--- src/sv/four_channel_step_pulse_sequencer_unit_defines.svh ---
// ---------------------------------------------------------------------------
// Assertion macros for the step pulse sequencer
// Shared property forms, clocked on clk_i and quiet while rst_ni is low.
// ---------------------------------------------------------------------------
`ifndef FOUR_CHANNEL_STEP_PULSE_SEQUENCER_UNIT_DEFINES_SVH
`define FOUR_CHANNEL_STEP_PULSE_SEQUENCER_UNIT_DEFINES_SVH

// same-cycle implication
`define FCSP_ASSERT_IMP(lbl, ante, cons, msg) \
  lbl: assert property (@(posedge clk_i) disable iff (!rst_ni) (ante) |-> (cons)) \
    else $error(msg);

// next-cycle implication
`define FCSP_ASSERT_NXT(lbl, ante, cons, msg) \
  lbl: assert property (@(posedge clk_i) disable iff (!rst_ni) (ante) |=> (cons)) \
    else $error(msg);

`endif

--- src/sv/fcsp_pkg.sv ---
// ---------------------------------------------------------------------------
// fcsp_pkg
// Types, constants and helpers shared by the step pulse sequencer.
// ---------------------------------------------------------------------------
package fcsp_pkg;

  localparam int unsigned NumMotors     = 4;
  localparam int unsigned ChanBits      = $clog2(NumMotors);
  localparam int unsigned CountBitsDef  = 16;
  localparam int unsigned PeriodBitsDef = 16;
  localparam int unsigned QueueDepth    = 2;

  // direction codes
  localparam logic [1:0] DirHigh = 2'd0;
  localparam logic [1:0] DirLow  = 2'd1;
  localparam logic [1:0] DirKeep = 2'd2;
  localparam logic [1:0] DirHold = 2'd3;

  typedef enum logic {
    REQ_TICK  = 1'b0,
    REQ_START = 1'b1
  } fcsp_req_e;

  // head of the request queue as seen by the back end
  typedef struct packed {
    logic      valid;
    fcsp_req_e kind;
  } fcsp_head_t;

  typedef struct packed {
    logic                found;
    logic [ChanBits-1:0] idx;
  } fcsp_pick_t;

  // lowest set bit
  function automatic fcsp_pick_t first_set(input logic [NumMotors-1:0] hits);
    fcsp_pick_t r;
    r.found = 1'b0;
    r.idx   = '0;
    for (int c = NumMotors - 1; c >= 0; c--) begin
      if (hits[c]) begin
        r.found = 1'b1;
        r.idx   = ChanBits'(c);
      end
    end
    return r;
  endfunction

endpackage

--- src/sv/fcsp_front.sv ---
// ---------------------------------------------------------------------------
// fcsp_front
// Accepts requests, decodes direction codes and period, and queues them.
// ---------------------------------------------------------------------------
module fcsp_front
  import fcsp_pkg::*;
#(
  parameter int unsigned COUNT_BITS  = CountBitsDef,
  parameter int unsigned PERIOD_BITS = PeriodBitsDef
) (
  input  logic                                  clk_i,
  input  logic                                  rst_ni,
  input  logic                                  in_valid_i,
  output logic                                  in_ready_o,
  input  logic                                  req_type_i,
  input  logic [PERIOD_BITS-1:0]                half_period_i,
  input  logic [NumMotors-1:0][1:0]             dir_code_i,
  input  logic [NumMotors-1:0][COUNT_BITS-1:0]  count_i,
  input  logic                                  pop_i,
  output fcsp_head_t                            head_o,
  output logic [PERIOD_BITS-1:0]                hp_o,
  output logic [NumMotors-1:0]                  dir_set_o,
  output logic [NumMotors-1:0]                  dir_clr_o,
  output logic [NumMotors-1:0]                  nz_o,
  output logic [NumMotors-1:0][COUNT_BITS-1:0]  count_o
);

  localparam int unsigned PtrBits = (QueueDepth > 1) ? $clog2(QueueDepth) : 1;
  localparam int unsigned FillBits = $clog2(QueueDepth + 1);

  fcsp_req_e                           kind_mem_q [QueueDepth];
  logic [PERIOD_BITS-1:0]              hp_mem_q   [QueueDepth];
  logic [NumMotors-1:0]                set_mem_q  [QueueDepth];
  logic [NumMotors-1:0]                clr_mem_q  [QueueDepth];
  logic [NumMotors-1:0]                nz_mem_q   [QueueDepth];
  logic [NumMotors-1:0][COUNT_BITS-1:0] cnt_mem_q [QueueDepth];

  logic [PtrBits-1:0]  wr_ptr_q, wr_ptr_d, rd_ptr_q, rd_ptr_d;
  logic [FillBits-1:0] fill_q, fill_d;
  logic                push;
  logic                pop;

  logic [PERIOD_BITS-1:0] hp_norm;
  logic [NumMotors-1:0]   dir_set, dir_clr, nz;

  always_comb begin
    for (int c = 0; c < NumMotors; c++) begin
      dir_set[c] = (dir_code_i[c] == DirHigh);
      dir_clr[c] = (dir_code_i[c] == DirLow);
      nz[c]      = (count_i[c] != '0);
    end
    // zero half period runs as one tick
    hp_norm = (half_period_i == '0) ? PERIOD_BITS'(1) : half_period_i;
  end

  assign in_ready_o = (fill_q != FillBits'(QueueDepth));
  assign push       = in_valid_i && in_ready_o;
  assign pop        = pop_i && (fill_q != '0);

  always_comb begin
    wr_ptr_d = wr_ptr_q;
    rd_ptr_d = rd_ptr_q;
    fill_d   = fill_q;
    if (push) begin
      wr_ptr_d = (wr_ptr_q == PtrBits'(QueueDepth - 1)) ? '0 : wr_ptr_q + 1'b1;
    end
    if (pop) begin
      rd_ptr_d = (rd_ptr_q == PtrBits'(QueueDepth - 1)) ? '0 : rd_ptr_q + 1'b1;
    end
    if (push && !pop) begin
      fill_d = fill_q + 1'b1;
    end else if (pop && !push) begin
      fill_d = fill_q - 1'b1;
    end
  end

  always_ff @(posedge clk_i or negedge rst_ni) begin
    if (!rst_ni) begin
      wr_ptr_q <= '0;
      rd_ptr_q <= '0;
      fill_q   <= '0;
    end else begin
      wr_ptr_q <= wr_ptr_d;
      rd_ptr_q <= rd_ptr_d;
      fill_q   <= fill_d;
    end
  end

  always_ff @(posedge clk_i) begin
    if (push) begin
      kind_mem_q[wr_ptr_q] <= fcsp_req_e'(req_type_i);
      hp_mem_q[wr_ptr_q]   <= hp_norm;
      set_mem_q[wr_ptr_q]  <= dir_set;
      clr_mem_q[wr_ptr_q]  <= dir_clr;
      nz_mem_q[wr_ptr_q]   <= nz;
      cnt_mem_q[wr_ptr_q]  <= count_i;
    end
  end

  assign head_o.valid = (fill_q != '0);
  assign head_o.kind  = kind_mem_q[rd_ptr_q];
  assign hp_o         = hp_mem_q[rd_ptr_q];
  assign dir_set_o    = set_mem_q[rd_ptr_q];
  assign dir_clr_o    = clr_mem_q[rd_ptr_q];
  assign nz_o         = nz_mem_q[rd_ptr_q];
  assign count_o      = cnt_mem_q[rd_ptr_q];

endmodule

--- src/sv/fcsp_back.sv ---
// ---------------------------------------------------------------------------
// fcsp_back
// Runs the pulse sequence one request per cycle while the result is not stalled, and registers the result.
// ---------------------------------------------------------------------------
module fcsp_back
  import fcsp_pkg::*;
#(
  parameter int unsigned COUNT_BITS  = CountBitsDef,
  parameter int unsigned PERIOD_BITS = PeriodBitsDef
) (
  input  logic                                  clk_i,
  input  logic                                  rst_ni,
  input  fcsp_head_t                            head_i,
  input  logic [PERIOD_BITS-1:0]                hp_i,
  input  logic [NumMotors-1:0]                  dir_set_i,
  input  logic [NumMotors-1:0]                  dir_clr_i,
  input  logic [NumMotors-1:0]                  nz_i,
  input  logic [NumMotors-1:0][COUNT_BITS-1:0]  count_i,
  output logic                                  pop_o,
  output logic                                  out_valid_o,
  input  logic                                  out_ready_i,
  output logic [NumMotors-1:0]                  dir_pins_o,
  output logic [NumMotors-1:0]                  step_pins_o,
  output logic                                  busy_res_o,
  output logic                                  move_done_o,
  output logic                                  rejected_o
);

  logic [NumMotors-1:0]                 dir_q, dir_d;
  logic [NumMotors-1:0]                 step_q, step_d;
  logic [NumMotors-1:0][COUNT_BITS-1:0] tgt_q, tgt_d;
  logic [COUNT_BITS-1:0]                pass_q, pass_d;
  logic [ChanBits-1:0]                  ch_q, ch_d;
  logic                                 phase_q, phase_d;
  logic [PERIOD_BITS-1:0]               wait_q, wait_d;
  logic [PERIOD_BITS-1:0]               hp_q, hp_d;
  logic                                 run_q, run_d;
  logic                                 done_q, done_d;
  logic                                 rej_q, rej_d;
  logic                                 ovld_q, ovld_d;

  logic                   pop;
  logic [COUNT_BITS-1:0]  pass_inc;
  logic [PERIOD_BITS-1:0] wait_dec;
  logic [NumMotors-1:0]   cur_hit, nxt_hit;
  fcsp_pick_t             pick_cur, pick_nxt, pick_cmd;

  assign pop      = head_i.valid && (!ovld_q || out_ready_i);
  assign pass_inc = pass_q + 1'b1;
  assign wait_dec = (wait_q != '0) ? wait_q - 1'b1 : wait_q;

  always_comb begin
    for (int c = 0; c < NumMotors; c++) begin
      cur_hit[c] = (pass_q < tgt_q[c]) && (ChanBits'(c) > ch_q);
      nxt_hit[c] = (pass_inc < tgt_q[c]);
    end
    pick_cur = first_set(cur_hit);
    pick_nxt = first_set(nxt_hit);
    pick_cmd = first_set(nz_i);
  end

  always_comb begin
    dir_d   = dir_q;
    step_d  = step_q;
    tgt_d   = tgt_q;
    pass_d  = pass_q;
    ch_d    = ch_q;
    phase_d = phase_q;
    wait_d  = wait_q;
    hp_d    = hp_q;
    run_d   = run_q;
    done_d  = done_q;
    rej_d   = rej_q;
    ovld_d  = ovld_q && !out_ready_i;
    if (pop) begin
      ovld_d = 1'b1;
      done_d = 1'b0;
      rej_d  = 1'b0;
      unique case (head_i.kind)
        REQ_START: begin
          if (run_q) begin
            rej_d = 1'b1;
          end else begin
            dir_d  = (dir_q & ~dir_clr_i) | dir_set_i;
            tgt_d  = count_i;
            hp_d   = hp_i;
            pass_d = '0;
            step_d = '0;
            if (pick_cmd.found) begin
              run_d   = 1'b1;
              ch_d    = pick_cmd.idx;
              step_d  = NumMotors'(1) << pick_cmd.idx;
              phase_d = 1'b0;
              wait_d  = hp_i;
            end else begin
              done_d = 1'b1;
            end
          end
        end
        REQ_TICK: begin
          if (run_q) begin
            wait_d = wait_dec;
            if (wait_dec == '0) begin
              if (!phase_q) begin
                step_d  = step_q & ~(NumMotors'(1) << ch_q);
                phase_d = 1'b1;
                wait_d  = hp_q;
              end else if (pick_cur.found) begin
                ch_d    = pick_cur.idx;
                step_d  = step_q | (NumMotors'(1) << pick_cur.idx);
                phase_d = 1'b0;
                wait_d  = hp_q;
              end else begin
                pass_d = pass_inc;
                if (pick_nxt.found) begin
                  ch_d    = pick_nxt.idx;
                  step_d  = step_q | (NumMotors'(1) << pick_nxt.idx);
                  phase_d = 1'b0;
                  wait_d  = hp_q;
                end else begin
                  run_d   = 1'b0;
                  phase_d = 1'b0;
                  wait_d  = '0;
                  done_d  = 1'b1;
                end
              end
            end
          end
        end
        default: ;
      endcase
    end
  end

  always_ff @(posedge clk_i or negedge rst_ni) begin
    if (!rst_ni) begin
      dir_q   <= '0;
      step_q  <= '0;
      tgt_q   <= '0;
      pass_q  <= '0;
      ch_q    <= '0;
      phase_q <= 1'b0;
      wait_q  <= '0;
      hp_q    <= '0;
      run_q   <= 1'b0;
      done_q  <= 1'b0;
      rej_q   <= 1'b0;
      ovld_q  <= 1'b0;
    end else begin
      dir_q   <= dir_d;
      step_q  <= step_d;
      tgt_q   <= tgt_d;
      pass_q  <= pass_d;
      ch_q    <= ch_d;
      phase_q <= phase_d;
      wait_q  <= wait_d;
      hp_q    <= hp_d;
      run_q   <= run_d;
      done_q  <= done_d;
      rej_q   <= rej_d;
      ovld_q  <= ovld_d;
    end
  end

  assign pop_o       = pop;
  assign out_valid_o = ovld_q;
  assign dir_pins_o  = dir_q;
  assign step_pins_o = step_q;
  assign busy_res_o  = run_q;
  assign move_done_o = done_q;
  assign rejected_o  = rej_q;

endmodule

--- src/sv/four_channel_step_pulse_sequencer_unit.sv ---
// ---------------------------------------------------------------------------
// four_channel_step_pulse_sequencer_unit
// Step/direction pulse sequencer for four stepper drivers.
//
//   Port group   Dir  Handshake              Carries
//   request      in   in_valid_i/in_ready_o  req_type, half_period, dir codes, counts
//   result       out  out_valid_o/out_ready_i dir/step pins, busy, done, rejected
//
// One request per cycle sustained while results are taken; a result is registered after
// acceptance through the queue write, then the sequencer update into the result register.
// Two-entry queue between decode and sequencer; in_ready_o drops only when full.
// Reset clears pins, counts and queue at once; no clearing pass.
// A stalled result holds the sequencer; the queue keeps taking requests until full.
// ---------------------------------------------------------------------------
`include "four_channel_step_pulse_sequencer_unit_defines.svh"

module four_channel_step_pulse_sequencer_unit
  import fcsp_pkg::*;
#(
  parameter int unsigned COUNT_BITS  = CountBitsDef,
  parameter int unsigned PERIOD_BITS = PeriodBitsDef
) (
  input  logic                   clk_i,
  input  logic                   rst_ni,
  input  logic                   in_valid_i,
  output logic                   in_ready_o,
  input  logic                   req_type_i,
  input  logic [PERIOD_BITS-1:0] half_period_i,
  input  logic [1:0]             dir_code_1_i,
  input  logic [1:0]             dir_code_2_i,
  input  logic [1:0]             dir_code_3_i,
  input  logic [1:0]             dir_code_4_i,
  input  logic [COUNT_BITS-1:0]  count_1_i,
  input  logic [COUNT_BITS-1:0]  count_2_i,
  input  logic [COUNT_BITS-1:0]  count_3_i,
  input  logic [COUNT_BITS-1:0]  count_4_i,
  output logic                   out_valid_o,
  input  logic                   out_ready_i,
  output logic [3:0]             dir_pins_o,
  output logic [3:0]             step_pins_o,
  output logic                   busy_res_o,
  output logic                   move_done_o,
  output logic                   rejected_o
);

  logic [NumMotors-1:0][1:0]            dir_code;
  logic [NumMotors-1:0][COUNT_BITS-1:0] count_in;
  logic [NumMotors-1:0][COUNT_BITS-1:0] count_q;
  logic [PERIOD_BITS-1:0]               hp;
  logic [NumMotors-1:0]                 dir_set, dir_clr, nz;
  fcsp_head_t                           head;
  logic                                 pop;

  assign dir_code[0] = dir_code_1_i;
  assign dir_code[1] = dir_code_2_i;
  assign dir_code[2] = dir_code_3_i;
  assign dir_code[3] = dir_code_4_i;
  assign count_in[0] = count_1_i;
  assign count_in[1] = count_2_i;
  assign count_in[2] = count_3_i;
  assign count_in[3] = count_4_i;

  fcsp_front #(
    .COUNT_BITS (COUNT_BITS),
    .PERIOD_BITS(PERIOD_BITS)
  ) u_front (
    .clk_i        (clk_i),
    .rst_ni       (rst_ni),
    .in_valid_i   (in_valid_i),
    .in_ready_o   (in_ready_o),
    .req_type_i   (req_type_i),
    .half_period_i(half_period_i),
    .dir_code_i   (dir_code),
    .count_i      (count_in),
    .pop_i        (pop),
    .head_o       (head),
    .hp_o         (hp),
    .dir_set_o    (dir_set),
    .dir_clr_o    (dir_clr),
    .nz_o         (nz),
    .count_o      (count_q)
  );

  fcsp_back #(
    .COUNT_BITS (COUNT_BITS),
    .PERIOD_BITS(PERIOD_BITS)
  ) u_back (
    .clk_i      (clk_i),
    .rst_ni     (rst_ni),
    .head_i     (head),
    .hp_i       (hp),
    .dir_set_i  (dir_set),
    .dir_clr_i  (dir_clr),
    .nz_i       (nz),
    .count_i    (count_q),
    .pop_o      (pop),
    .out_valid_o(out_valid_o),
    .out_ready_i(out_ready_i),
    .dir_pins_o (dir_pins_o),
    .step_pins_o(step_pins_o),
    .busy_res_o (busy_res_o),
    .move_done_o(move_done_o),
    .rejected_o (rejected_o)
  );

  // at most one step pin high, and only while a move runs
  `FCSP_ASSERT_IMP(a_step_onehot, 1'b1, $onehot0(step_pins_o), "several step pins high")
  `FCSP_ASSERT_IMP(a_step_idle, !busy_res_o, step_pins_o == '0, "step pin high while idle")
  `FCSP_ASSERT_IMP(a_rej_busy, out_valid_o && rejected_o, busy_res_o && !move_done_o,
                   "reject outside a running move")
  `FCSP_ASSERT_IMP(a_done_idle, out_valid_o && move_done_o, !busy_res_o,
                   "move done while still busy")
  `FCSP_ASSERT_NXT(a_busy_hold, busy_res_o && !pop, busy_res_o, "busy dropped without a request")

endmodule

--- config.mk ---
export PLATFORM = sky130hd
export DESIGN_NAME = four_channel_step_pulse_sequencer_unit
export DESIGN_NICKNAME = d
export VERILOG_FILES = /design/src/sv/fcsp_pkg.sv /design/src/sv/fcsp_front.sv /design/src/sv/fcsp_back.sv /design/src/sv/four_channel_step_pulse_sequencer_unit.sv
export VERILOG_INCLUDE_DIRS = /design/src /design/src/sv
export SDC_FILE = /design/constraint.sdc
export NUM_CORES = 1
export LEC_CHECK = 0
export ABC_CLOCK_PERIOD_IN_PS = 8350
export BUFFER_PORTS_ARGS = -buffer_cell sky130_fd_sc_hd__clkbuf_2
export CAP_MARGIN = 20
export CORE_MARGIN = 2
export CORE_UTILIZATION = 50
export DETAILED_ROUTE_END_ITERATION = 8
export GPL_ROUTABILITY_DRIVEN = 0
export HOLD_SLACK_MARGIN = 0.05
export PLACE_DENSITY = 0.74
export REMOVE_ABC_BUFFERS = 1
export SYNTH_ARGS = -nofsm -noshare
export SYNTH_HDL_FRONTEND = slang
export SYNTH_HIERARCHICAL = 1
export SYNTH_SLANG_ARGS = --single-unit
export TNS_END_PERCENT = 30
--- constraint.sdc ---
create_clock -name clk_i -period 8.35 [get_ports clk_i]
set_input_delay 0.835 -clock clk_i [delete_from_list [all_inputs] [get_ports clk_i]]
set_output_delay 0.835 -clock clk_i [all_outputs]
set_load 0.02 [all_outputs]
After elaboration in Yosys (flattened, before gate mapping):

Memories as Yosys holds them, arrays and structs flattened. A register that Yosys moved wholly into a read port is not among the register bits.
Index checks and enable logic that the tools add are counted.

* add/subtract/negate cells: 6
* $lt $le $gt $ge: 12
* eq/ne operators: 13
* shift operators: 4
* mux-type cells: 75
* bitwise gates (word level): 9
* reductions and logical operators: 35

Operators with widths (number)
* $mux W16: 14
* $lt A16 B16 Y1: 8
* $reduce_bool A16 Y1: 5
* $pmux W16 S2: 2
* $mux W3: 12
* $logic_not A16 Y1: 2
* $mux W4: 7
* $mux W1: 26
* $mux W2: 9
* $add A16 B1 Y16 const B: 1
* $shl A1 B2 Y4 const A: 4
* $sub A16 B1 Y16 const B: 1
* $or A4 B4 Y4: 3
* $logic_and A1 B1 Y1: 10
* $reduce_and A5 Y1: 2
* $and A4 B4 Y4: 2
* $eq A2 B1 Y1 const B: 4
* $logic_not A2 Y1: 4
* $ne A2 B2 Y1 const B: 4
* $not A4 Y4: 2
* $pmux W4 S2: 1
* $reduce_and A7 Y1: 1
* $ne A2 B1 Y1 const B: 3
* $pmux W1 S2: 3
* 15 further kinds: 24

* flip-flop bits (word level): 67
* memory bits (writable): 186
* logic and storage cells: 174
* memories: 6

Memory list
* u_front.cnt_mem_q: depth 2, width 64, read ports 1, clocked after memory_dff 1, wr ports 1, RTL line fcsp_front.sv:36 `logic [NumMotors-1:0][COUNT_BITS-1:0] cnt_mem_q [QueueDepth];`
* u_front.hp_mem_q: depth 2, width 16, read ports 1, clocked after memory_dff 0, wr ports 1, RTL line fcsp_front.sv:32 `logic [PERIOD_BITS-1:0] hp_mem_q [QueueDepth];`
* u_front.clr_mem_q: depth 2, width 4, read ports 1, clocked after memory_dff 0, wr ports 1, RTL line fcsp_front.sv:34 `logic [NumMotors-1:0] clr_mem_q [QueueDepth];`
* u_front.nz_mem_q: depth 2, width 4, read ports 1, clocked after memory_dff 0, wr ports 1, RTL line fcsp_front.sv:35 `logic [NumMotors-1:0] nz_mem_q [QueueDepth];`
* u_front.set_mem_q: depth 2, width 4, read ports 1, clocked after memory_dff 0, wr ports 1, RTL line fcsp_front.sv:33 `logic [NumMotors-1:0] set_mem_q [QueueDepth];`
* u_front.kind_mem_q: depth 2, width 1, read ports 1, clocked after memory_dff 0, wr ports 1, RTL line fcsp_front.sv:31 `fcsp_req_e kind_mem_q [QueueDepth];`

Logic depth before layout (Yosys ltp):

* word-level depth: 14
* gate-level depth with buffers: 18

Modules after synthesis:

The synthesis kept the hierarchy.

Modules (own cells, without submodules)
* fcsp_back: times used 1, cells an instance 968, area an instance 8677.1 um2, sequential area each 3178.0 um2
* fcsp_front: times used 1, cells an instance 355, area an instance 7171.9 um2, sequential area each 5685.5 um2

Worst setup path before layout:

Ideal clock, no wire load.

* path type: input -> register
* from: input port in_valid_i
* to: memory u_front.clr_mem_q[0][0], enable pin
* arrival: 4.805 ns
* required time: 7.805 ns
* setup slack: 3.000 ns
* stages: 2
* buffers on the path: 0
* cells stage by stage: nand2_1 > nor2_1

* longest elaborated chain between the ends: 3

RTL lines
* from (decl): RTL line four_channel_step_pulse_sequencer_unit.sv:25 `input logic in_valid_i,`
* $logic_and A1 B1 Y1: RTL line fcsp_front.sv:57 `assign push = in_valid_i && in_ready_o;`
* $mux W1: RTL line fcsp_front.sv:90 `if (push) begin`
* $mux W1 (not written as such): RTL line fcsp_front.sv:94 `clr_mem_q[wr_ptr_q] <= dir_clr;`
* to (decl): RTL line fcsp_front.sv:34

Every way passes these cells.

Worst setup path in the final report:

* from: register u_back.pass_q[2]
* to: register u_back.step_q[0] (netlist: u_back/step_pins_o[0])

* longest elaborated chain between the ends: 14

RTL lines
* from (decl): RTL line fcsp_back.sv:32 `logic [COUNT_BITS-1:0] pass_q, pass_d;`
* from (signal assigned): RTL line fcsp_back.sv:153 `pass_q <= pass_d;`
* $add A16 B1 Y16: RTL line fcsp_back.sv:49 `assign pass_inc = pass_q + 1'b1;`
* $lt A16 B16 Y1: RTL line fcsp_back.sv:55 `nxt_hit[c] = (pass_inc < tgt_q[c]);`
* $mux W3 (4 in series): RTL line fcsp_pkg.sv:41 `if (hits[c]) begin`
* $shl A1 B2 Y4: RTL line fcsp_back.sv:117 `step_d = step_q | (NumMotors'(1) << pick_nxt.idx);`
* $or A4 B4 Y4: RTL line fcsp_back.sv:117
* $mux W4: RTL line fcsp_back.sv:115 `if (pick_nxt.found) begin`
* $mux W4: RTL line fcsp_back.sv:108 `end else if (pick_cur.found) begin`
* $mux W4: RTL line fcsp_back.sv:104 `if (!phase_q) begin`
* $mux W4: RTL line fcsp_back.sv:103 `if (wait_dec == '0) begin`
* $mux W4: RTL line fcsp_back.sv:101 `if (run_q) begin`
* $pmux W4 S2: RTL line fcsp_back.sv:79 `unique case (head_i.kind)`
* to (signal assigned): RTL line fcsp_back.sv:151 `step_q <= step_d;`
* to (decl): RTL line fcsp_back.sv:30 `logic [NumMotors-1:0] step_q, step_d;`

Parallel ways exist; a longest one is shown, timed or not. The select of a mux whose other input is x is not followed.
A chain may end at the register's enable or synchronous reset.

==> qor.txt <==
clk root buf: clkbuf_16
met1 Usage GRT: 28.8%
Area Overhead vs Synth: 11.9%
CTS tree: done
Setup Skew: 0.0198 ns
initial drt markers: 676
Clock transition at path regs: 0.06 ns
arrival time worst endpoint: 5.25 ns
DR WL/cell: 19.0 um
die span in y: 182 um
first-pass GRT wire length: 56,200 um
max incr delay on CP: 0.72 ns
worst skew pair latency: 0.51 ns
worst hold path class: primary input to async pin
DRC viols: 0
Worst VDD drop: 0.200 mV
Critical Path End Type: flop
Worst EP required: 8.75 ns
setup TNS: 0 ns
Overflow after GRT: 0
Initial DRT Pass Iterations: 5
diode count: 0
Std-Cell Rows: 65
Main synth FF type: edfxtp_1
layout cells sized above 1: 20.5%
All-Layer GR Usage: 21.3%
fin util: 56.5%
Seq/Total Area, Yosys: 55.9%
Global Route met3 Usage: 3.69%
Detailed Route WL: 34,900 um
largest net degree at the start of global routing: 85
Register-to-Register Path Depth: 15
initial core utilization: 50.5%
FF+latch count, synth: 317
vias in the first global route: 10,500
hpwl dp: 24,300 um
DR vias/cell: 5.80
Die X: 182 um
Sink Count: 317
via count: 10,600
status: completed
gr busiest metal: met2
Hold Buf Count CTS: 0
share of synthesized registers carrying an async set or reset: 41.3%
synth top area cells: edfxtp_1, dfrtp_1, ha_1
EDFF count, synth: 186
initial antenna violation count: 1
clk buf depth: 3
largest area contributor in the netlist: edfxtp_1
Mapped Area: 15,800 um^2
htree depth: 2
die area: 33,100 um^2
slew margin rel.: 31.0%
Slowest-stage cell, CP: o41a_2
PD cells: 265 nW/um^2
Peak Freq: 0.206 GHz
Hold Fails Final Rpt: 0
worst path cell trace: nand3_1 -> nor3_1 -> and3_1 -> and3_1 -> nand3_1 -> xnor2_1 -> ha_1 -> nand4_1 -> nor4_1 -> a32oi_1 -> o211ai_1 -> nand4_1 -> o41a_2 -> a221o_1 -> o221a_2
I/O pins: 106
fin crit period: 4.85 ns
crit path max fanout: 19
Final setup viols: 0
Startpoint Class: flop
# port buffers: 105
total setup buffers inserted after CTS: 0
maxcap violations: 0
Synth Area per Inst: 12.0 um^2
ANT nets after route: 0
Yosys cell types: 74
worst slew pin tran: 1.03 ns
RSZ-0062 raised after global routing: no
Yosys warnings: 6
dpl cells: 1,773
Pleak: 7.52 nW
cells after synthesis: 1,323
met2 GRT Util: 35.8%
Tot Pwr: 0.00471 W
area of the core: 31,400 um^2
share of the synthesized area in the top cell type: 35.2%
Setup CP Type: flop to flop
Post-Layout Cell Count: 1,834
total CTS buffers: 34
fin. max-slew vios: 0
Post-CTS Resized: 0
fin crit share: 58.1%
Final nets: 1,613
[flip-flops by register name, summed over array words and instances, names as in the netlist, 2 cells and up]
signal,cells
u_back/ch_q,2
u_back/dir_pins_o,4
u_back/hp_q,16
u_back/pass_q,16
u_back/step_pins_o,4
u_back/tgt_q,64
u_back/wait_q,16
u_front/clr_mem_q,8
u_front/cnt_mem_q,128
u_front/fill_q,2
u_front/hp_mem_q,32
u_front/kind_mem_q,2
u_front/nz_mem_q,8
u_front/set_mem_q,8
[Yosys cell counts (3+ instances only)]
| library cell | n |
|---|---|
| a2111o_1 | 3 |
| a2111oi_0 | 3 |
| a211oi_1 | 8 |
| a21boi_0 | 4 |
| a21o_1 | 6 |
| a21oi_1 | 45 |
| a221oi_1 | 4 |
| a22o_1 | 4 |
| a31oi_1 | 12 |
| a32oi_1 | 9 |
| and3_1 | 9 |
| and4_1 | 4 |
| buf_1 | 4 |
| buf_2 | 9 |
| buf_4 | 3 |
| buf_6 | 8 |
| clkbuf_1 | 40 |
| dfrtp_1 | 131 |
| edfxtp_1 | 186 |
| ha_1 | 112 |
| inv_1 | 87 |
| mux2_2 | 114 |
| mux2i_1 | 13 |
| nand2_1 | 147 |
| nand2b_1 | 9 |
| nand3_1 | 24 |
| nand4_1 | 19 |
| nor2_1 | 42 |
| nor2b_1 | 5 |
| nor3_1 | 19 |
| nor3b_1 | 7 |
| nor4_1 | 29 |
| o211ai_1 | 6 |
| o21a_1 | 4 |
| o21ai_0 | 106 |
| o21ai_1 | 3 |
| o22a_1 | 7 |
| o22ai_1 | 4 |
| or3_1 | 5 |
| or4_1 | 4 |
| xnor2_1 | 12 |
| xor2_1 | 12 |
[area by class of cell]
type	instances	area [um^2]
Inverter	87	327
Clock buffer	49	980
Multi-Input combinational cell	855	6370
Tap cell	402	503
Clock inverter	11	83.8
Fill cell	2617	13700
Timing Repair Buffer	113	604
Sequential cell	317	8870
[layout by cell type (no fill, tap or decap), drive strengths merged, types with 8 or more instances in the layout]
cell,synthesis,layout
edfxtp,186,186
clkbuf,40,153
nand2,147,147
dfrtp,131,131
mux2,115,115
ha,112,112
o21ai,110,110
inv,87,88
a21oi,46,46
nor2,42,42
nor4,33,33
nand3,24,24
nand4,20,20
nor3,19,19
mux2i,13,13
xor2,12,12
xnor2,12,12
a31oi,12,12
and3,10,10
nand2b,9,9
a32oi,9,9
buf,24,9
a211oi,8,8
[routing by layer]
layer | up-vias | routed length, um
met5 | - | 0
met4 | 0 | 648
met1 | 5169 | 15500
met3 | 57 | 2020
met2 | 341 | 16700
li1 | 5064 | -
[path summary, 6_finish.rpt]
path / startpoint / to / slack, ns
max: u_back/pass_q[2] / u_back/step_pins_o[0] / 3.50
min: rst_ni / u_back/tgt_q[1] / 0.32
min in group clk_i: u_back/dir_pins_o[0] / u_back/dir_pins_o[0] / 0.50
max reg2reg: u_back/pass_q[2] / u_back/step_pins_o[0] / 3.50
max in group asynchronous: rst_ni / u_front/rd_ptr_q / 6.65
min reg2reg: u_back/dir_pins_o[0] / u_back/dir_pins_o[0] / 0.50
[report_power, final]
group | total, W | leakage (nW) | internal, W | switching, W
combinational | 0.00110 | 3.86 | 0.000457 | 0.000642
sequential | 0.00218 | 3.14 | 0.00198 | 0.000200
clock | 0.00143 | 0.514 | 0.000847 | 0.000584
[stage by stage]
step / area (um^2) / hold WS (ns) / setup WS [ns]
floorplan: 15500 / 0.456 / 2.25
global placement: 16600 / 0.473 / 3.77
detailed placement: 16600 / 0.480 / 3.59
CTS: 17700 / 0.338 / 3.58
global route: 17700 / 0.377 / 3.08
finish: 17700 / 0.322 / 3.50
[logic make-up (layout without fill, tap and decap cells)]
| family | count (synthesis) | count (layout) | share of synthesized area (%) |
|---|---|---|---|
| simple gates | 337 | 337 | 10.7 |
| flops | 317 | 317 | 55.9 |
| compound gates | 254 | 254 | 10.2 |
| buf+inv | 151 | 260 | 4.10 |
| mux | 128 | 128 | 8.99 |
| fa+ha+maj | 112 | 112 | 8.84 |
| xor+xnor | 24 | 24 | 1.33 |
[critical path: cells and delay by family, from the launching register on]
family          cells  cell delay [ns]
flops               1             0.53
xor+xnor            1             0.47
simple gates        8             1.99
compound gates      5             1.53
fa+ha+maj           1             0.22
Power figures use the tool's default switching activity.
